==> src/hw/rtl/bsmla_pkg.sv <==
`default_nettype none
package bsmla_pkg;

    localparam int LANES       = 64;
    localparam int PLANES      = 16;
    // plane_index is 4 bits wide, so at most 16 planes can be addressed
    localparam int PLANE_SLOTS = 16;
    localparam int NUM_SLOTS   = (PLANES < PLANE_SLOTS) ? PLANES : PLANE_SLOTS;
    localparam int SLOT_W      = (NUM_SLOTS > 1) ? $clog2(NUM_SLOTS) : 1;

    typedef enum logic [1:0] {
        CMD_ADD  = 2'd0,
        CMD_SUB  = 2'd1,
        CMD_READ = 2'd2,
        CMD_RSVD = 2'd3
    } cmd_t;

    typedef logic [LANES-1:0] lane_vec_t;
    typedef logic [SLOT_W-1:0] slot_t;

    typedef struct packed {
        cmd_t        cmd;
        logic [3:0]  plane_index;
        logic [63:0] lane_mask;
        logic [63:0] operand_plane;
    } in_beat_t;

    typedef struct packed {
        logic [63:0] result_plane;
        logic [63:0] carry_vector;
    } out_beat_t;

    // write request into the plane store
    typedef struct packed {
        logic      we;
        slot_t     slot;
        lane_vec_t plane;
        lane_vec_t ripple;
    } st_wr_t;

endpackage
`default_nettype wire

==> src/hw/rtl/bit_sliced_masked_lane_adder.sv <==
// Bit-sliced masked lane adder.
//
// Holds LANES unsigned accumulators stored as bit planes. Each input beat on
// in_data carries a command (add, subtract, read), a plane index, a lane mask
// and one operand plane. An add or subtract runs one row of full adders over
// the stored plane and the held carry/borrow vector; plane 0 starts from a
// clear vector. Feed planes LSB first to do a full-width add or subtract.
//
// Channels: in_valid/in_ready/in_data and out_valid/out_ready/out_data, each
// a plain valid/ready handshake; one result beat per input beat, in order.
// Flow: an accepted beat sits in the input register, is computed out of it
// and is registered into the result register behind out_data. One beat per
// cycle while out_ready holds; the input and result registers are each one stage.
// Stall: while out_ready is low and a result waits, the input register can
// still take one beat; in_ready then drops until the result is taken.
// Reset: rst_n (async, active low) clears all planes and the carry vector
// and empties both stages.
`default_nettype none
module bit_sliced_masked_lane_adder
    import bsmla_pkg::*;
(
    input  wire logic     clk,
    input  wire logic     rst_n,
    input  wire logic     in_valid,
    output logic          in_ready,
    input  wire in_beat_t in_data,
    output logic          out_valid,
    input  wire logic     out_ready,
    output out_beat_t     out_data
);

    in_beat_t  in_reg;
    logic      in_valid_reg;
    out_beat_t out_beat_reg;
    out_beat_t out_beat_next;
    logic      out_valid_reg;
    logic      advance;

    lane_vec_t stored_plane;
    lane_vec_t held_ripple;
    lane_vec_t carry_in;
    lane_vec_t x_plane;
    lane_vec_t row_sum;
    lane_vec_t row_carry;
    logic      plane_ok;
    logic      is_arith;
    st_wr_t    st_wr;

    // input stage moves on when the result register is free or being taken
    assign advance  = in_valid_reg && (!out_valid_reg || out_ready);
    assign in_ready = !in_valid_reg || advance;

    always_ff @(posedge clk or negedge rst_n)
    begin
        if (!rst_n)
        begin
            in_valid_reg <= 1'b0;
        end
        else if (in_ready)
        begin
            in_valid_reg <= in_valid;
        end
    end

    always_ff @(posedge clk)
    begin
        if (in_valid && in_ready)
        begin
            in_reg <= in_data;
        end
    end

    // planes past the implemented range act as a no-op
    assign plane_ok = 7'(in_reg.plane_index) < 7'(NUM_SLOTS);
    assign is_arith = (in_reg.cmd == CMD_ADD) || (in_reg.cmd == CMD_SUB);

    bsmla_plane_store u_store (
        .clk      (clk),
        .rst_n    (rst_n),
        .rd_slot  (in_reg.plane_index[SLOT_W-1:0]),
        .wr       (st_wr),
        .rd_plane (stored_plane),
        .ripple   (held_ripple)
    );

    // lanes above LANES drop out here; mask gates only the operand bit
    assign x_plane  = in_reg.lane_mask[LANES-1:0] & in_reg.operand_plane[LANES-1:0];
    assign carry_in = (in_reg.plane_index == 4'd0) ? '0 : held_ripple;

    bsmla_adder_row u_row (
        .subtract (in_reg.cmd == CMD_SUB),
        .a        (stored_plane),
        .x        (x_plane),
        .c        (carry_in),
        .sum      (row_sum),
        .carry    (row_carry)
    );

    always_comb
    begin
        st_wr.we     = advance && plane_ok && is_arith;
        st_wr.slot   = in_reg.plane_index[SLOT_W-1:0];
        st_wr.plane  = row_sum;
        st_wr.ripple = row_carry;

        out_beat_next.result_plane = '0;
        out_beat_next.carry_vector = 64'(held_ripple);
        if (plane_ok)
        begin
            if (is_arith)
            begin
                out_beat_next.result_plane = 64'(row_sum);
                out_beat_next.carry_vector = 64'(row_carry);
            end
            else
            begin
                out_beat_next.result_plane = 64'(stored_plane);
            end
        end
    end

    always_ff @(posedge clk or negedge rst_n)
    begin
        if (!rst_n)
        begin
            out_valid_reg <= 1'b0;
        end
        else if (advance)
        begin
            out_valid_reg <= 1'b1;
        end
        else if (out_ready)
        begin
            out_valid_reg <= 1'b0;
        end
    end

    always_ff @(posedge clk)
    begin
        if (advance)
        begin
            out_beat_reg <= out_beat_next;
        end
    end

    assign out_valid = out_valid_reg;
    assign out_data  = out_beat_reg;

    a_empty_ready: assert property (@(posedge clk) disable iff (!rst_n)
        !out_valid_reg |-> in_ready)
        else $error("input blocked with empty result register");

    a_bad_plane_zero: assert property (@(posedge clk) disable iff (!rst_n)
        advance && !plane_ok |=> out_beat_reg.result_plane == 64'd0)
        else $error("out-of-range plane returned nonzero data");

    a_advance_fills: assert property (@(posedge clk) disable iff (!rst_n)
        advance |=> out_valid_reg)
        else $error("result lost after advance");

    a_read_no_write: assert property (@(posedge clk) disable iff (!rst_n)
        !is_arith |-> !st_wr.we)
        else $error("read command wrote the plane store");

endmodule
`default_nettype wire

==> src/hw/rtl/bsmla_adder_row.sv <==
`default_nettype none
module bsmla_adder_row
    import bsmla_pkg::*;
(
    input  wire logic      subtract,
    input  wire lane_vec_t a,
    input  wire lane_vec_t x,
    input  wire lane_vec_t c,
    output lane_vec_t      sum,
    output lane_vec_t      carry
);

    lane_vec_t a_eff;

    // borrow uses the complemented minuend in the majority term
    assign a_eff = subtract ? ~a : a;
    assign sum   = a ^ x ^ c;
    assign carry = (a_eff & x) | (a_eff & c) | (x & c);

endmodule
`default_nettype wire

==> src/hw/rtl/bsmla_plane_store.sv <==
`default_nettype none
module bsmla_plane_store
    import bsmla_pkg::*;
(
    input  wire logic   clk,
    input  wire logic   rst_n,
    input  wire slot_t  rd_slot,
    input  wire st_wr_t wr,
    output lane_vec_t   rd_plane,
    output lane_vec_t   ripple
);

    lane_vec_t planes_reg [NUM_SLOTS];
    lane_vec_t ripple_reg;

    always_ff @(posedge clk or negedge rst_n)
    begin
        if (!rst_n)
        begin
            for (int i = 0; i < NUM_SLOTS; i++)
            begin
                planes_reg[i] <= '0;
            end
            ripple_reg <= '0;
        end
        else if (wr.we)
        begin
            planes_reg[wr.slot] <= wr.plane;
            ripple_reg          <= wr.ripple;
        end
    end

    assign rd_plane = planes_reg[rd_slot];
    assign ripple   = ripple_reg;

    a_ripple_hold: assert property (@(posedge clk) disable iff (!rst_n)
        !wr.we |=> $stable(ripple_reg))
        else $error("ripple vector changed without a write");

    a_ripple_written: assert property (@(posedge clk) disable iff (!rst_n)
        wr.we |=> ripple_reg == $past(wr.ripple))
        else $error("ripple vector not loaded on write");

endmodule
`default_nettype wire
==> config.mk <==
export PLATFORM = sky130hd
export DESIGN_NAME = bit_sliced_masked_lane_adder
export DESIGN_NICKNAME = d
export VERILOG_FILES = /design/src/hw/rtl/bsmla_pkg.sv /design/src/hw/rtl/bit_sliced_masked_lane_adder.sv /design/src/hw/rtl/bsmla_adder_row.sv /design/src/hw/rtl/bsmla_plane_store.sv
export SDC_FILE = /design/constraint.sdc
export NUM_CORES = 2
export LEC_CHECK = 0
export BUFFER_PORTS_ARGS = -buffer_cell sky130_fd_sc_hd__buf_2
export CORE_UTILIZATION = 60
export DETAILED_ROUTE_END_ITERATION = 7
export PLACE_DENSITY_LB_ADDON = 0.15
export SLEW_MARGIN = 10
export SYNTH_ARGS = -nofsm -noshare
export SYNTH_HDL_FRONTEND = slang
export SYNTH_SLANG_ARGS = --single-unit
==> constraint.sdc <==
create_clock -name clk -period 11.1 [get_ports clk]
set_clock_uncertainty 0.1 [all_clocks]
set_input_delay 2.22 -clock clk [delete_from_list [all_inputs] [get_ports clk]]
set_output_delay 2.22 -clock clk [all_outputs]
set_load 0.005 [all_outputs]
==> results.toml <==
[outcome]
run_status = "finished clean"

[cts]
cts_htree_levels = 4
cts_setup_buffers = 0
cts_root_buffer = "clkbuf_16"
clk-insertion-delay-late_ns = 0.74
path_clk_slew_ns = 0.05
cts_resized = 0
postCtsHoldBufs = 0
cts_buffers = 145
clk_path_buf_depth = 3
cts_tree = "yes"
clkSinkCount = 1352

[yosys]
yosysTopAreaCell = "dfrtp_1"
async_reset_ff_share_pct = 80.6
synth_top_family_by_area = "multiplexers"
netlist-cell-type-count = 35
synth_xor_xnor_area_share_pct = 5.11
synth_fa_ha_area_share_pct = 0
mappedNetlistArea_um2 = 65900
yosys-top-cells-area = "dfrtp_1 41%, edfxtp_1 12%, mux4_2 8.7%, nand2_1 6.6%, o21ai_1 4.7%"
ys_warn_count = 0
synth-simple-area-share_pct = 12.0
avgSynthCellArea_um2 = 11.4
synth_nets = 5944
seq_area_frac_synth_pct = 53.3
synth_top_area_share_pct = 41.4
synth_seq_cells = 1352
synth_edf_count = 262
synthCells = 5806
synth_flop_cell = "dfrtp_1"
synth_compound_area_share_pct = 11.3
synthMuxAreaShare_pct = 14.6

[sta]
finalCriticalPeriod_ns = 5.63
max_freq_mhz = 178
fin_tns_setup_ns = 0
worst_pin_slew_ns = 1.28
setup_viol = 0
rsz0062_at_grt = "no"
slew_headroom_pct = 14.2
drv_slew = 0
fin_crit_sh_pct = 50.7
finalHoldViolCount = 0

[floorplanning]
rows = 121
fp.coreArea_um2 = 109000
chipHeight_um = 333
die_area_um2 = 111000
initial_core_util_pct = 60.5
io_pins = 268
chipWidth_um = 333

[detailed_routing]
final_antenna_net_count = 0
firstDrtPassIters = 6
drc_errors = 0
viasPerCell = 6.20
drtIter0Drc = 3682
wl_um = 161000
vias = 45302
wl_per_cell_um = 22.1

[placed_design]
portBuffers = 267
placed_area_um2 = 67500
gpl.final_weighted_congestion = 0.781
dp.cells = 7054
hpwl_um = 92800

[final_layout]
finalNetCount = 5925
fill_cells = 8221
mostFrequentLayoutCell = "nand2_1"
layout_common_cells = "1153 x nand2_1, 1090 x dfrtp_1, 621 x o21ai_1"
drive_gt1_share_pct = 18.1
final_area_um2 = 72300
syn2layout_area_growth_pct = 9.70
register_area_um2 = 35100
final_util_pct = 66.4
layoutNonFillerInstCount = 7308
n_antenna_cell = 0
multi_input_area_um2 = 28600
largest_reg_flops = 1024

[setup_path]
cp_top_family = "simple AND/OR/NAND/NOR gates"
crit_buf_inv = 2
worstSetupPathType = "input port to output pin"
regToRegEndpoint = "u_store.planes_reg[1013]"
cpPeakStageDelay_ns = 0.62
cp.required_ns = 8.78
rr_worst_depth = 7
slowest_stage = "nor2b_1"
worst-path-max-fanout = 7
reg2reg_from = "in_reg[130]"
crit_path_start_kind = "input port"
rrSetupSlack_ns = 6.23
crit_top_cell = "buf_2"
crit_arrival_ns = 3.31
path_cells = "buf_2 -> nor2b_1 -> nand2_1 -> buf_2"
worst-path-stages = 4
worstSetupEndpointType = "output pin"

[power]
pwr-share-clk_pct = 25.9
p_switching_mw = 6.25
total_power_mw = 18.4
vdd_ir_drop_max_mv = 0.142
cellLeakagePower_nw = 30.1
combPwrFrac_pct = 31.8
power.share.sequential_pct = 42.3
p_sw_share_pct = 34.0
power_per_cell_area_nw_per_um2 = 254
power.internal_mw = 12.1

[worst_hold_path]
worstHoldStart = "u_store.planes_reg[124]"
hp-class = "flop to flop"
hold_path_depth = 2
worstHoldEndpoint = "u_store.planes_reg[124]"

[global_route]
overflow = 0
track_usage_pct = 29.6
grt_max_degree = 179
antenna_found_initial = 2
grt_pass1_wl_um = 257000
grt_pass1_vias = 45396

[job]
drv_cap = 0
through the flow:
step                      setup slack [ns]  hold WS, ns
after floorplan                       2.75        0.345
after global placement                5.54        0.355
after detailed placement              5.51        0.365
after CTS                             5.50        0.378
after global routing                  5.42        0.393
final                                 5.47        0.376
worst min-delay path: stages, from the launching register on:
cell and delay [ns]:
dfrtp_1 0.33, nand2_1 0.05, o21ai_1 0.06
kinds of logic (layout without fill, tap and decap cells):
kind of cell | after synthesis | count (layout)
buf+inv | 514 | 602
flops | 1352 | 1352
xor+xnor | 384 | 384
simple gates | 1764 | 1764
mux | 448 | 448
compound gates | 1344 | 1344
worst max path at each step:
| stage | slack (ns) | to | from |
|---|---|---|---|
| floorplan | 2.75 | out_data[0] | out_ready |
| global placement | 5.54 | in_ready | out_ready |
| detailed placement | 5.51 | in_ready | out_ready |
| CTS | 5.50 | in_ready | out_ready |
| global route | 5.42 | in_ready | out_ready |
| finish | 5.47 | in_ready | out_ready |
layout make-up:
cell class	instances	area share [%]
tap	1414	2.45
clock inverter	38	0.547
multi-input combinational	3940	39.6
clock buffer	216	5.94
sequential	1352	48.6
timing repair buffer	345	2.86
inverter	3	0.0363
power groups by stage:
stage / Sequential (mW) / Clock (mW) / Combinational [mW]
global route: 7.97 / 5.02 / 6.48
detailed placement: 7.82 / 0 / 5.80
finish: 7.78 / 4.76 / 5.85
CTS: 7.76 / 4.84 / 5.83
floorplan: 7.56 / 0 / 4.64
global placement: 7.73 / 0 / 5.63
per-layer routing:
metal	share of wire, %	GRT usage (%)
met1	44	42.3
met2	47	47.0
met3	7.0	5.37
met4	2.2	8.35
met5	0	0
Yosys cell counts, types with 2 or more instances:
library cell / number
mux2i_2: 56
o21ai_2: 19
inv_2: 2
dfrtp_1: 1090
mux4_2: 256
nand2_1: 1158
and4_1: 128
o21ai_0: 512
o21ai_1: 621
nor2_1: 131
clkbuf_1: 321
edfxtp_1: 262
nor2b_1: 4
buf_2: 97
nand2b_1: 3
buf_6: 45
a2111o_1: 64
o22ai_1: 64
o21a_1: 64
nand3_1: 137
buf_1: 28
xor2_1: 127
buf_4: 20
nor3_1: 65
mux2i_4: 136
nand4_1: 3
xnor2_1: 256
nor4_1: 130
Power figures use the tool's default switching activity.
